--- config.mk ---
export PLATFORM = sky130hd
export DESIGN_NAME = quoted_field_unescaper_flat
export DESIGN_NICKNAME = d
export VERILOG_FILES = /design/src/qfu_pkg.sv /design/src/qfu_in_if.sv /design/src/qfu_out_if.sv /design/src/qfu_decode.sv /design/src/qfu_result_queue.sv /design/src/quoted_field_unescaper.sv /design/src/flat_wrapper.sv
export SDC_FILE = /design/constraint.sdc
export NUM_CORES = 1
export LEC_CHECK = 0
export ABC_CLOCK_PERIOD_IN_PS = 4740
export BUFFER_PORTS_ARGS = -buffer_cell sky130_fd_sc_hd__buf_2
export CORE_ASPECT_RATIO = 0.75
export CORE_UTILIZATION = 40
export DETAILED_ROUTE_END_ITERATION = 7
export PLACE_DENSITY = 0.65
export SKIP_LAST_GASP = 1
export SLEW_MARGIN = 20
export SYNTH_ARGS = -nofsm -noshare
export SYNTH_HDL_FRONTEND = slang
export SYNTH_SLANG_ARGS = --single-unit
--- constraint.sdc ---
create_clock -name i_clk -period 4.74 [get_ports i_clk]
set_clock_uncertainty 0.15 [all_clocks]
set_input_delay 0.474 -clock i_clk [delete_from_list [all_inputs] [get_ports i_clk]]
set_output_delay 0.474 -clock i_clk [all_outputs]
set_load 0.03 [all_outputs]
--- src/qfu_pkg.sv ---
// Package: types, character codes and sizes shared by the quoted field unescaper.
package qfu_pkg;

    // Scan modes of the field decoder
    typedef enum logic [2:0] {
        MODE_IDLE   = 3'd0,
        MODE_BARE   = 3'd1,
        MODE_QUOTED = 3'd2,
        MODE_ESC    = 3'd3,
        MODE_OCT1   = 3'd4,
        MODE_OCT2   = 3'd5
    } t_mode;

    // How a field ended
    typedef enum logic [1:0] {
        END_QUOTE  = 2'd0,
        END_NUL    = 2'd1,
        END_SPACE  = 2'd2,
        END_BUFFER = 2'd3
    } t_end_kind;

    // Class of a byte inside a quoted string
    typedef enum logic [1:0] {
        SC_NUL    = 2'd0,
        SC_QUOTE  = 2'd1,
        SC_BSLASH = 2'd2,
        SC_PLAIN  = 2'd3
    } t_sclass;

    localparam logic [7:0] CH_NUL    = 8'h00;
    localparam logic [7:0] CH_TAB    = 8'h09;
    localparam logic [7:0] CH_LF     = 8'h0A;
    localparam logic [7:0] CH_CR     = 8'h0D;
    localparam logic [7:0] CH_SPACE  = 8'h20;
    localparam logic [7:0] CH_QUOTE  = 8'h22;
    localparam logic [7:0] CH_ZERO   = 8'h30;
    localparam logic [7:0] CH_SEVEN  = 8'h37;
    localparam logic [7:0] CH_BSLASH = 8'h5C;
    localparam logic [7:0] CH_N      = 8'h6E;
    localparam logic [7:0] CH_R      = 8'h72;
    localparam logic [7:0] CH_T      = 8'h74;

    localparam int OCT_W   = 6;
    localparam int QDEPTH  = 4;
    localparam int QIDX_W  = $clog2(QDEPTH);
    localparam int QCNT_W  = $clog2(QDEPTH + 1);

    // One result item
    typedef struct packed {
        logic [7:0] out_byte;
        logic       byte_valid;
        logic       field_end;
        t_end_kind  end_kind;
        logic       was_quoted;
    } t_result;

    // Results written into the result queue in one cycle (zero to two)
    typedef struct packed {
        logic [1:0] count;
        t_result    r0;
        t_result    r1;
    } t_push;

    // Decoder verdict for one byte
    typedef struct packed {
        t_mode            mode;
        logic [OCT_W-1:0] oct;
        t_push            push;
    } t_dec;

    // Result queue status
    typedef struct packed {
        logic              room;
        logic [QCNT_W-1:0] count;
    } t_q_stat;

endpackage

--- src/qfu_in_if.sv ---
// Interface: input byte channel of the quoted field unescaper.
interface qfu_in_if;
    logic       valid;
    logic       ready;
    logic [7:0] in_byte;
    logic       buffer_last;

    modport source (output valid, output in_byte, output buffer_last, input ready);
    modport sink   (input valid, input in_byte, input buffer_last, output ready);
endinterface

--- src/qfu_out_if.sv ---
// Interface: result channel of the quoted field unescaper.
interface qfu_out_if;
    logic       valid;
    logic       ready;
    logic [7:0] out_byte;
    logic       byte_valid;
    logic       field_end;
    logic [1:0] end_kind;
    logic       was_quoted;

    modport source (output valid, output out_byte, output byte_valid, output field_end,
                    output end_kind, output was_quoted, input ready);
    modport sink   (input valid, input out_byte, input byte_valid, input field_end,
                    input end_kind, input was_quoted, output ready);
endinterface

--- src/qfu_decode.sv ---
// Module: per-byte decoder, next scan state and up to two results.
module qfu_decode
    import qfu_pkg::*;
(
    input  t_mode            i_mode,
    input  logic [OCT_W-1:0] i_oct,
    input  logic [7:0]       i_byte,
    input  logic             i_last,
    output t_dec             o_dec
);

    function automatic logic is_ws(input logic [7:0] b);
        return (b == CH_SPACE) || (b >= CH_TAB && b <= CH_CR);
    endfunction

    function automatic logic is_oct(input logic [7:0] b);
        return (b >= CH_ZERO) && (b <= CH_SEVEN);
    endfunction

    function automatic t_sclass sclass(input logic [7:0] b);
        t_sclass c;
        if (b == CH_NUL)         c = SC_NUL;
        else if (b == CH_QUOTE)  c = SC_QUOTE;
        else if (b == CH_BSLASH) c = SC_BSLASH;
        else                     c = SC_PLAIN;
        return c;
    endfunction

    logic             e0, e1, cl, quoted, fin_close;
    logic [7:0]       e0_byte, e1_byte;
    t_end_kind        cl_kind, fin_kind;
    t_mode            mode_pre;
    logic [OCT_W-1:0] oct_pre;

    // Events of this byte: emits, closing, provisional mode
    always_comb begin
        e0       = 1'b0;
        e1       = 1'b0;
        e0_byte  = '0;
        e1_byte  = '0;
        cl       = 1'b0;
        cl_kind  = END_QUOTE;
        mode_pre = i_mode;
        oct_pre  = i_oct;
        quoted   = 1'b1;
        unique case (i_mode) inside
            MODE_BARE: begin
                quoted = 1'b0;
                if (i_byte == CH_NUL) begin
                    cl = 1'b1; cl_kind = END_NUL;
                end else if (is_ws(i_byte)) begin
                    cl = 1'b1; cl_kind = END_SPACE;
                end else begin
                    e0 = 1'b1; e0_byte = i_byte;
                end
            end
            MODE_QUOTED: begin
                unique case (sclass(i_byte))
                    SC_NUL:    begin cl = 1'b1; cl_kind = END_NUL; end
                    SC_QUOTE:  begin cl = 1'b1; cl_kind = END_QUOTE; end
                    SC_BSLASH: mode_pre = MODE_ESC;
                    default:   begin e0 = 1'b1; e0_byte = i_byte; end
                endcase
            end
            MODE_ESC: begin
                mode_pre = MODE_QUOTED;
                if (i_byte == CH_NUL) begin
                    cl = 1'b1; cl_kind = END_NUL;
                end else if (i_byte == CH_QUOTE) begin
                    cl = 1'b1; cl_kind = END_QUOTE;
                end else if (i_byte == CH_N) begin
                    e0 = 1'b1; e0_byte = CH_LF;
                end else if (i_byte == CH_R) begin
                    e0 = 1'b1; e0_byte = CH_CR;
                end else if (i_byte == CH_T) begin
                    e0 = 1'b1; e0_byte = CH_TAB;
                end else if (is_oct(i_byte)) begin
                    // digit value is the low three bits of '0'..'7'
                    oct_pre  = OCT_W'(i_byte[2:0]);
                    mode_pre = MODE_OCT1;
                end else begin
                    e0 = 1'b1; e0_byte = i_byte;
                end
            end
            MODE_OCT1, MODE_OCT2: begin
                if (is_oct(i_byte)) begin
                    if (i_mode == MODE_OCT1) begin
                        oct_pre  = {i_oct[2:0], i_byte[2:0]};
                        mode_pre = MODE_OCT2;
                    end else begin
                        e0       = 1'b1;
                        e0_byte  = {i_oct[4:0], i_byte[2:0]};
                        oct_pre  = '0;
                        mode_pre = MODE_QUOTED;
                    end
                end else begin
                    // flush gathered digits, then treat the byte as a string byte
                    e0       = 1'b1;
                    e0_byte  = 8'(i_oct);
                    oct_pre  = '0;
                    mode_pre = MODE_QUOTED;
                    unique case (sclass(i_byte))
                        SC_NUL:    begin cl = 1'b1; cl_kind = END_NUL; end
                        SC_QUOTE:  begin cl = 1'b1; cl_kind = END_QUOTE; end
                        SC_BSLASH: mode_pre = MODE_ESC;
                        default:   begin e1 = 1'b1; e1_byte = i_byte; end
                    endcase
                end
            end
            default: begin
                oct_pre = '0;
                if (i_byte == CH_QUOTE) begin
                    mode_pre = MODE_QUOTED;
                end else begin
                    mode_pre = MODE_BARE;
                    quoted   = 1'b0;
                    if (i_byte == CH_NUL) begin
                        cl = 1'b1; cl_kind = END_NUL;
                    end else if (is_ws(i_byte)) begin
                        cl = 1'b1; cl_kind = END_SPACE;
                    end else begin
                        e0 = 1'b1; e0_byte = i_byte;
                    end
                end
            end
        endcase
    end

    assign fin_close = cl || (i_last && (mode_pre != MODE_IDLE));
    assign fin_kind  = cl ? cl_kind : END_BUFFER;

    // Next state and results
    always_comb begin
        o_dec.mode = fin_close ? MODE_IDLE : mode_pre;
        o_dec.oct  = fin_close ? '0 : oct_pre;
        o_dec.push.r0.out_byte   = e0_byte;
        o_dec.push.r0.byte_valid = e0;
        o_dec.push.r0.field_end  = fin_close && !e1;
        o_dec.push.r0.end_kind   = (fin_close && !e1) ? fin_kind : END_QUOTE;
        o_dec.push.r0.was_quoted = quoted;
        o_dec.push.r1.out_byte   = e1_byte;
        o_dec.push.r1.byte_valid = e1;
        o_dec.push.r1.field_end  = fin_close;
        o_dec.push.r1.end_kind   = fin_close ? fin_kind : END_QUOTE;
        o_dec.push.r1.was_quoted = quoted;
        if (e1)             o_dec.push.count = 2'd2;
        else if (e0)        o_dec.push.count = 2'd1;
        else if (fin_close) o_dec.push.count = 2'd1;
        else                o_dec.push.count = 2'd0;
    end

endmodule

--- src/qfu_result_queue.sv ---
// Module: small result queue, up to two writes and one read per cycle.
module qfu_result_queue
    import qfu_pkg::*;
(
    input  logic        i_clk,
    input  logic        i_rst_n,
    input  t_push       i_push,
    output t_q_stat     o_stat,
    qfu_out_if.source   o_out
);

    t_result           r_q [QDEPTH];
    logic [QIDX_W-1:0] r_head, r_tail, n_head, n_tail;
    logic [QCNT_W-1:0] r_cnt, n_cnt;
    logic              pop;
    t_result           head;

    assign pop  = o_out.valid && o_out.ready;
    assign head = r_q[r_head];

    always_comb begin
        n_head = pop ? QIDX_W'(r_head + 1'b1) : r_head;
        n_tail = QIDX_W'(r_tail + i_push.count);
        n_cnt  = QCNT_W'(r_cnt + i_push.count - pop);
    end

    always_ff @(posedge i_clk) begin
        if (!i_rst_n) begin
            r_head <= '0;
            r_tail <= '0;
            r_cnt  <= '0;
        end else begin
            r_head <= n_head;
            r_tail <= n_tail;
            r_cnt  <= n_cnt;
        end
    end

    always_ff @(posedge i_clk) begin
        if (i_push.count != 2'd0) begin
            r_q[r_tail] <= i_push.r0;
        end
        if (i_push.count == 2'd2) begin
            r_q[QIDX_W'(r_tail + 1'b1)] <= i_push.r1;
        end
    end

    assign o_stat.room  = (r_cnt <= QCNT_W'(QDEPTH - 2));
    assign o_stat.count = r_cnt;

    assign o_out.valid      = (r_cnt != '0);
    assign o_out.out_byte   = head.out_byte;
    assign o_out.byte_valid = head.byte_valid;
    assign o_out.field_end  = head.field_end;
    assign o_out.end_kind   = head.end_kind;
    assign o_out.was_quoted = head.was_quoted;

endmodule

--- src/quoted_field_unescaper.sv ---
// Top level: quoted field unescaper, one raw byte in, decoded field bytes out.
//
//  channel  dir  payload                                        request
//  i_in     in   in_byte[7:0], buffer_last                      one raw byte
//  o_out    out  out_byte[7:0], byte_valid, field_end,
//                end_kind[1:0], was_quoted                      one result
//
// Takes one request per cycle while the queue has room. A byte is held in the input
// register, decoded into zero, one or two results that are written into the queue,
// which drives o_out. The 4-entry queue drains one result per cycle while o_out is
// ready; decoding holds while more than two results are queued. A byte with two
// results always follows two byte-less ones, so only o_out stalls hold input.
// Synchronous active-low reset returns the scanner to idle and empties the queue.
module quoted_field_unescaper
    import qfu_pkg::*;
(
    input  logic      i_clk,
    input  logic      i_rst_n,
    qfu_in_if.sink    i_in,
    qfu_out_if.source o_out
);

    // Input register
    logic             r_in_valid;
    logic [7:0]       r_in_byte;
    logic             r_in_last;

    // Scanner state
    t_mode            r_mode;
    logic [OCT_W-1:0] r_oct;

    t_dec             dec;
    t_push            push;
    t_q_stat          q_stat;
    logic             fire;

    // Decode the held request once the queue can take two results
    assign fire       = r_in_valid && q_stat.room;
    assign i_in.ready = !r_in_valid || fire;

    always_ff @(posedge i_clk) begin
        if (!i_rst_n) begin
            r_in_valid <= 1'b0;
        end else if (i_in.ready) begin
            r_in_valid <= i_in.valid;
        end
    end

    // Payload needs no reset: advance only on an accepted request
    always_ff @(posedge i_clk) begin
        if (i_in.valid && i_in.ready) begin
            r_in_byte <= i_in.in_byte;
            r_in_last <= i_in.buffer_last;
        end
    end

    qfu_decode u_decode (
        .i_mode (r_mode),
        .i_oct  (r_oct),
        .i_byte (r_in_byte),
        .i_last (r_in_last),
        .o_dec  (dec)
    );

    // Advance scanner state only on a decoded byte
    always_ff @(posedge i_clk) begin
        if (!i_rst_n) begin
            r_mode <= MODE_IDLE;
            r_oct  <= '0;
        end else if (fire) begin
            r_mode <= dec.mode;
            r_oct  <= dec.oct;
        end
    end

    // Drop the results of a byte that is not decoded this cycle
    always_comb begin
        push       = dec.push;
        push.count = fire ? dec.push.count : 2'd0;
    end

    qfu_result_queue u_queue (
        .i_clk   (i_clk),
        .i_rst_n (i_rst_n),
        .i_push  (push),
        .o_stat  (q_stat),
        .o_out   (o_out)
    );

    // The last byte of a buffer always leaves the scanner idle
    a_last_closes: assert property (@(posedge i_clk) disable iff (!i_rst_n)
        (fire && r_in_last) |=> (r_mode == MODE_IDLE))
        else $error("scanner not idle after last byte of buffer");

    // Gathered octal digits exist only while an octal escape is open
    a_oct_clear: assert property (@(posedge i_clk) disable iff (!i_rst_n)
        ((r_mode != MODE_OCT1) && (r_mode != MODE_OCT2)) |-> (r_oct == '0))
        else $error("octal value left over outside an octal escape");

    // The result queue never overfills
    a_queue_bound: assert property (@(posedge i_clk) disable iff (!i_rst_n)
        q_stat.count <= QCNT_W'(QDEPTH))
        else $error("result queue overflow");

endmodule
--- src/flat_wrapper.sv ---
// flat-port wrapper written by rule: the top's interface ports become plain ports
module quoted_field_unescaper_flat import qfu_pkg::*;
  (i_clk, i_rst_n, i_in_valid, i_in_in_byte, i_in_buffer_last, i_in_ready, o_out_valid, o_out_out_byte, o_out_byte_valid, o_out_field_end, o_out_end_kind, o_out_was_quoted, o_out_ready);
  qfu_in_if i_in_i ();
  qfu_out_if o_out_i ();
  input  logic i_clk;
  input  logic i_rst_n;
  input wire logic [$bits(i_in_i.valid)-1:0] i_in_valid;
  input wire logic [$bits(i_in_i.in_byte)-1:0] i_in_in_byte;
  input wire logic [$bits(i_in_i.buffer_last)-1:0] i_in_buffer_last;
  output wire logic [$bits(i_in_i.ready)-1:0] i_in_ready;
  output wire logic [$bits(o_out_i.valid)-1:0] o_out_valid;
  output wire logic [$bits(o_out_i.out_byte)-1:0] o_out_out_byte;
  output wire logic [$bits(o_out_i.byte_valid)-1:0] o_out_byte_valid;
  output wire logic [$bits(o_out_i.field_end)-1:0] o_out_field_end;
  output wire logic [$bits(o_out_i.end_kind)-1:0] o_out_end_kind;
  output wire logic [$bits(o_out_i.was_quoted)-1:0] o_out_was_quoted;
  input wire logic [$bits(o_out_i.ready)-1:0] o_out_ready;
  assign i_in_i.valid = i_in_valid;
  assign i_in_i.in_byte = i_in_in_byte;
  assign i_in_i.buffer_last = i_in_buffer_last;
  assign i_in_ready = i_in_i.ready;
  assign o_out_valid = o_out_i.valid;
  assign o_out_out_byte = o_out_i.out_byte;
  assign o_out_byte_valid = o_out_i.byte_valid;
  assign o_out_field_end = o_out_i.field_end;
  assign o_out_end_kind = o_out_i.end_kind;
  assign o_out_was_quoted = o_out_i.was_quoted;
  assign o_out_i.ready = o_out_ready;
  quoted_field_unescaper u_core (.i_clk(i_clk), .i_rst_n(i_rst_n), .i_in(i_in_i), .o_out(o_out_i));
endmodule
## Yosys cells after proc, flatten, opt, wreduce, memory -nomap -nowiden

Memories as Yosys holds them, arrays and structs flattened. A register that Yosys moved wholly into a read port is not among the register bits.
Index checks and enable logic that the tools add are counted.
W data, S select, Z words.

| word-level totals | value |
|---|---|
| flip-flop bits (word level) | 26 |
| RAM bits | 52 |
| input bits | 13 |
| output and inout port bits | 15 |
| memories kept | 1 |

Memories:

| name | depth | bits a word | rd ports | clocked after Yosys merged registers in | wr ports | RTL line | RTL |
|---|---|---|---|---|---|---|---|
| u_core.u_queue.r_q | 4 | 13 | 1 | 1 | 2 | qfu_result_queue.sv:12 | `t_result r_q [QDEPTH];` |

| cells by class | value |
|---|---|
| add/sub/neg operators | 5 |
| magnitude comparators | 5 |
| eq/ne operators | 23 |
| muxes and demuxes | 92 |
| reduce and logical (&&, ||, !) cells | 26 |

Operators by type and width:

| kind | number |
|---|---|
| $mux W8 | 15 |
| $mux W6 | 9 |
| $mux W1 | 35 |
| $eq A8 B7 Y1 const B | 4 |
| $mux W2 | 16 |
| $pmux W8 S4 | 1 |
| $mux W3 | 10 |
| $pmux W6 S3 | 1 |
| $eq A8 B6 Y1 const B | 2 |
| $ne A3 B3 Y1 const B | 5 |
| $pmux W3 S4 | 1 |
| $ge A8 B4 Y1 const B | 1 |
| $ge A8 B6 Y1 const B | 1 |
| $le A8 B4 Y1 const B | 1 |
| $le A8 B6 Y1 const B | 1 |
| $logic_not A8 Y1 | 1 |
| $pmux W1 S4 | 2 |
| $pmux W2 S4 | 1 |
| $reduce_and A8 Y1 | 1 |
| $reduce_or A2 Y1 | 4 |
| $logic_and A1 B1 Y1 | 7 |
| $eq A2 B2 Y1 const B | 3 |
| $eq A3 B2 Y1 const B | 2 |
| $eq A3 B3 Y1 const B | 2 |
| other kinds (17) | 25 |

## Logic depth before layout (Yosys ltp)

| logic depth | value |
|---|---|
| depth in word-level cells | 20 |
| depth in mapped cells | 13 |

## By module

Synthesis repeated with hierarchy kept, for this count alone.

| second synthesis, totals | value |
|---|---|
| cells, all modules | 392 |
| area, all modules | 4,783.3 um2 |

Modules (own cells, without submodules):

| module | instances | cells each | area each (um2) | seq. area each (um2) |
|---|---|---|---|---|
| qfu_result_queue | 1 | 178 | 3,047.9 | 1,741.7 |
| qfu_decode | 1 | 156 | 1,007.2 | 0.0 |
| quoted_field_unescaper | 1 | 58 | 728.2 | 470.5 |

## Worst setup path after synthesis

No wires, ideal clock.

| timing | value |
|---|---|
| path type | reg-to-reg |
| start | register u_core.r_in_byte[2] |
| end | memory u_core.u_queue.r_q[1][0] (netlist bit), enable pin |
| library setup time | 404 ps |
| arrival | 2,701 ps |
| required time | 4,186 ps |
| setup slack | 1,486 ps |
| stages on the path, launching flop included | 9 |
| buffers on the path | 2 |
| period minus slack after synthesis | 3,254 ps |
| path through | edfxtp_1 -> buf_2 -> nand2b_1 -> o21ai_2 -> o31a_1 -> o21ai_1 -> buf_2 -> o31ai_1 -> a211oi_1 |

RTL lines:

| item | RTL line | RTL |
|---|---|---|
| start, declared | quoted_field_unescaper.sv:25 | `logic [7:0] r_in_byte;` |
| start signal, assigned | quoted_field_unescaper.sv:52 | `r_in_byte <= i_in.in_byte;` |
| end, declared | qfu_result_queue.sv:12 |  |

## Worst setup path after layout

| timing | value |
|---|---|
| start | register u_core.r_in_byte[0] |
| end | register u_core.u_queue.r_cnt[2] |

| between the ends | value |
|---|---|
| word-level cells in the longest chain between the ends | 19 |
| elaborated cells on any way between the ends | 74 |
| those cells by class | add/sub: 2; order compare: 4; eq/ne: 10; mux: 45; reduce/logical: 13 |

RTL lines:

| item | RTL line | RTL |
|---|---|---|
| branches (longest 15 deep; another with $ge A8 B6 Y1) | -- |  |
| $mux W2 * | qfu_decode.sv:146 | `if (e1) o_dec.push.count = 2'd2;` |
| $mux W2 * | quoted_field_unescaper.sv:79 | `push.count = fire ? dec.push.count : 2'd0;` |
| $add A3 B2 Y3 * | qfu_result_queue.sv:24 | `n_cnt = QCNT_W'(r_cnt + i_push.count - pop);` |
| $sub A3 B1 Y3 * | qfu_result_queue.sv:24 |  |
| end signal, assigned | qfu_result_queue.sv:35 | `r_cnt <= n_cnt;` |
| end, declared | qfu_result_queue.sv:14 | `logic [QCNT_W-1:0] r_cnt, n_cnt;` |

Every way passes the cells marked *. The select of a mux whose other input is x is not followed.
A chain may end at the register's enable or synchronous reset.

==> metrics.csv <==
metric,value,unit
status,"complete, no violations",
tightestPinTransition,0.8551,ns
clockPowerShare,0.352,
grt_pass1_vias,3300,
cts_setup_buffers,0,
powerDensity,424.7,nW/µm²
dp_slack,1.138,ns
worstPathArrival,3.70,ns
p_total,2104,µW
hold_buffers,0,
leakage,0.001630,µW
worstSetupEndpointType,flop,
routed_wl,10650,µm
dp_cells,550,
ys_async_sr_fraction,0,
drt-pass1-iter-count,5,
power_switching,622.2,µW
path_clk_slew,0.06,ns
peakVddDrop,0.1937,mV
setup_tns,0,ns
worstSetupPathType,flop to flop,
netlist_area,4399,µm²
overflow,0,
fin_cells,566,
p_seq_frac,0.427,
antenna_left,0,
num-nets-final,441,
swShare,0.2957,
synthSimpleGateAreaFrac,0.1675,
htreeDepth,3,
dr_total_vias,3424,
cap_violations,0,
final_common_cell,edfxtp_1,
drtIter0Drc,346,
synth_compound_area_frac,0.1738,
clock.fmax,0.2766,GHz
grt_setup_unrepaired,no,
area_delta_synth_final,12.60,%
cts_tree,built,
antenna_found_initial,0,
whs,0.1578,ns
synth_edf_count,61,
antenna-diode-count,0,
numClockSinks,80,
wl_per_cell,18.81,µm
synthAdderAreaFrac,0.01024,
ys_ff_latch,80,
synth_ff_type,edfxtp_1,
dieArea,11430,µm²
clock_latency,0.34,ns
remaining_drc_errors,0,
die_x,123.1,µm
port_buffers,27,
fin_ws,1.125,ns
ctsResizeCount,0,
grt_start_max_net_pins,26,
syn_area_per_cell,10.70,µm²
synth_nets,427,
numCtsBuffers,9,
hp-class,input port to flop,
track_usage,0.2032,
relSlewSlack,0.4292,
yosysSeqAreaShare,0.5028,
critPathMaxFanout,14,
cp-start-kind,flop,
drive_gt1_frac,0.1767,
setup_viol,0,
synth_cell_types,59,
holdPathStages,1,
gp_congestion,0.9672,
cts_max_path_buffers,2,
period_minus_slack,3.615,ns
start_util,0.4194,
grt_pass1_wl,17420,µm
hold_viol,0,
core-area,10490,µm²
synthMuxAreaShare,0.09528,
finalMaxSlewViolations,0,
synth_warnings,0,
finalCritPeriodShare,0.7627,
ioPinCount,28,
combinationalPowerShare,0.220,
clockRootBuffer,clkbuf_16,
intPower,1482,µW
crit_required,4.83,ns
reg2reg_depth,11,
via_per_inst,6.049,
die_height,92.82,µm
hpwl,7851,µm
layout_common_cells,"edfxtp_1, nand2_1, o21ai_0",
syn_inst,411,
synthXorXnorAreaFrac,0.01394,
std_cell_rows,32,
synth_top_family_by_area,compound AO/OA/AOI/OAI gates,
[worst max-delay path, stage by stage, from the launching register on]
cell and delay, ns:
edfxtp_1 0.59, or3b_1 0.59, o31ai_2 0.35, a21o_1 0.22, o21ai_1 0.11, o31ai_2 0.38, xnor2_1 0.13, ha_1 0.20
fa_1 0.38, xnor2_1 0.15, xnor2_1 0.12, and2_1 0.14
[metal layers]
metal,part of all wire,global-route usage,vias up
met5,0,0,-
met4,0.018,0.06225,0
met3,0.075,0.05480,26
met2,0.43,0.3001,156
met1,0.48,0.2888,1639
li1,-,-,1603
[worst paths after layout]
| kind | start | to | slack [ns] |
|---|---|---|---|
| setup / recovery | u_core.r_in_byte[0]$_DFFE_PP_ | u_core.u_queue.r_cnt[2]$_SDFF_PN0_ | 1.12 |
| hold reg to reg | u_core.r_oct[5]$_SDFFE_PN0P_ | u_core.r_oct[5]$_SDFFE_PN0P_ | 0.32 |
| hold / removal | i_in_in_byte[4] | u_core.r_in_byte[4]$_DFFE_PP_ | 0.16 |
| setup reg to reg | u_core.r_in_byte[0]$_DFFE_PP_ | u_core.u_queue.r_cnt[2]$_SDFF_PN0_ | 1.12 |
[cells by family (layout without fill, tap and decap cells)]
group,after synthesis,in the layout
AOI/OAI and AO/OA,114,114
xor gates and xnor gates,7,7
adders and majority gates,3,3
buffers and inverters,40,59
DFF,80,80
muxes,25,25
and+or+nand+nor,142,142
[sequential cells by signal, indices dropped and copies added (netlist names), named ones only]
name                   flops
u_core.u_queue.r_head      2
u_core.r_oct               6
u_core.u_queue.r_tail      2
u_core.u_queue.r_q        52
u_core.r_in_byte           8
u_core.r_in_last           1
u_core.r_in_valid          1
u_core.u_queue.r_cnt       3
u_core.r_mode              3
[per-stage QoR]
| step | utilization | cell area (µm²) |
|---|---|---|
| after floorplan | - | 4399 |
| after global placement | 0.4416 | 4632 |
| final | 0.4722 | 4954 |
| after global routing | 0.4722 | 4954 |
| after CTS | 0.4722 | 4954 |
| after detailed placement | 0.4416 | 4632 |
[power by group through the flow]
stage	Clock [µW]	Sequential [µW]	Combinational, µW
2_1_floorplan	0	854	407
3_3_place_gp	0	914	466
3_5_place_dp	0	916	467
4_1_cts	753	902	469
5_1_grt	779	913	506
6_report	742	899	464
[cell type report]
class / instances / area, µm²
repair buffers: 33 / 180.2
inverters: 10 / 37.54
clock buffers: 10 / 229.0
fillers: 967 / 5537
well taps: 136 / 170.2
clock inverters: 6 / 92.59
multi-input cells: 291 / 2032
flip-flops and latches: 80 / 2212
[Yosys cell counts (all sizes together) (2+ instances only)]
| cell type | instances | share of area |
|---|---|---|
| xnor2 | 7 | 0.014 |
| o21ai | 33 | 0.038 |
| a21oi | 27 | 0.031 |
| nor4 | 2 | 0.0043 |
| nand3 | 14 | 0.016 |
| or2 | 3 | 0.0043 |
| or3 | 8 | 0.011 |
| mux4 | 13 | 0.067 |
| o221ai | 2 | 0.0054 |
| mux2 | 5 | 0.013 |
| nor2 | 30 | 0.026 |
| o311ai | 4 | 0.0080 |
| o31ai | 12 | 0.023 |
| dfxtp | 19 | 0.086 |
| nand4 | 8 | 0.011 |
| o21a | 3 | 0.0051 |
| nand2b | 5 | 0.0071 |
| a31oi | 6 | 0.012 |
| a21boi | 4 | 0.0068 |
| or4 | 2 | 0.0034 |
| and2 | 9 | 0.013 |
| nor3 | 12 | 0.015 |
| o31a | 3 | 0.0060 |
| nand2 | 33 | 0.029 |
| ha | 2 | 0.0057 |
| a211oi | 2 | 0.0034 |
| a21o | 3 | 0.0051 |
| clkbuf | 21 | 0.018 |
| edfxtp | 61 | 0.42 |
| buf | 9 | 0.010 |
| and3 | 2 | 0.0028 |
| a22o | 8 | 0.016 |
| and3b | 5 | 0.010 |
| nand3b | 3 | 0.0051 |
| mux2i | 7 | 0.016 |
| inv | 10 | 0.0085 |
| nor2b | 3 | 0.0043 |
| o211ai | 2 | 0.0034 |
No activity file was read; power rests on OpenSTA's default activity.
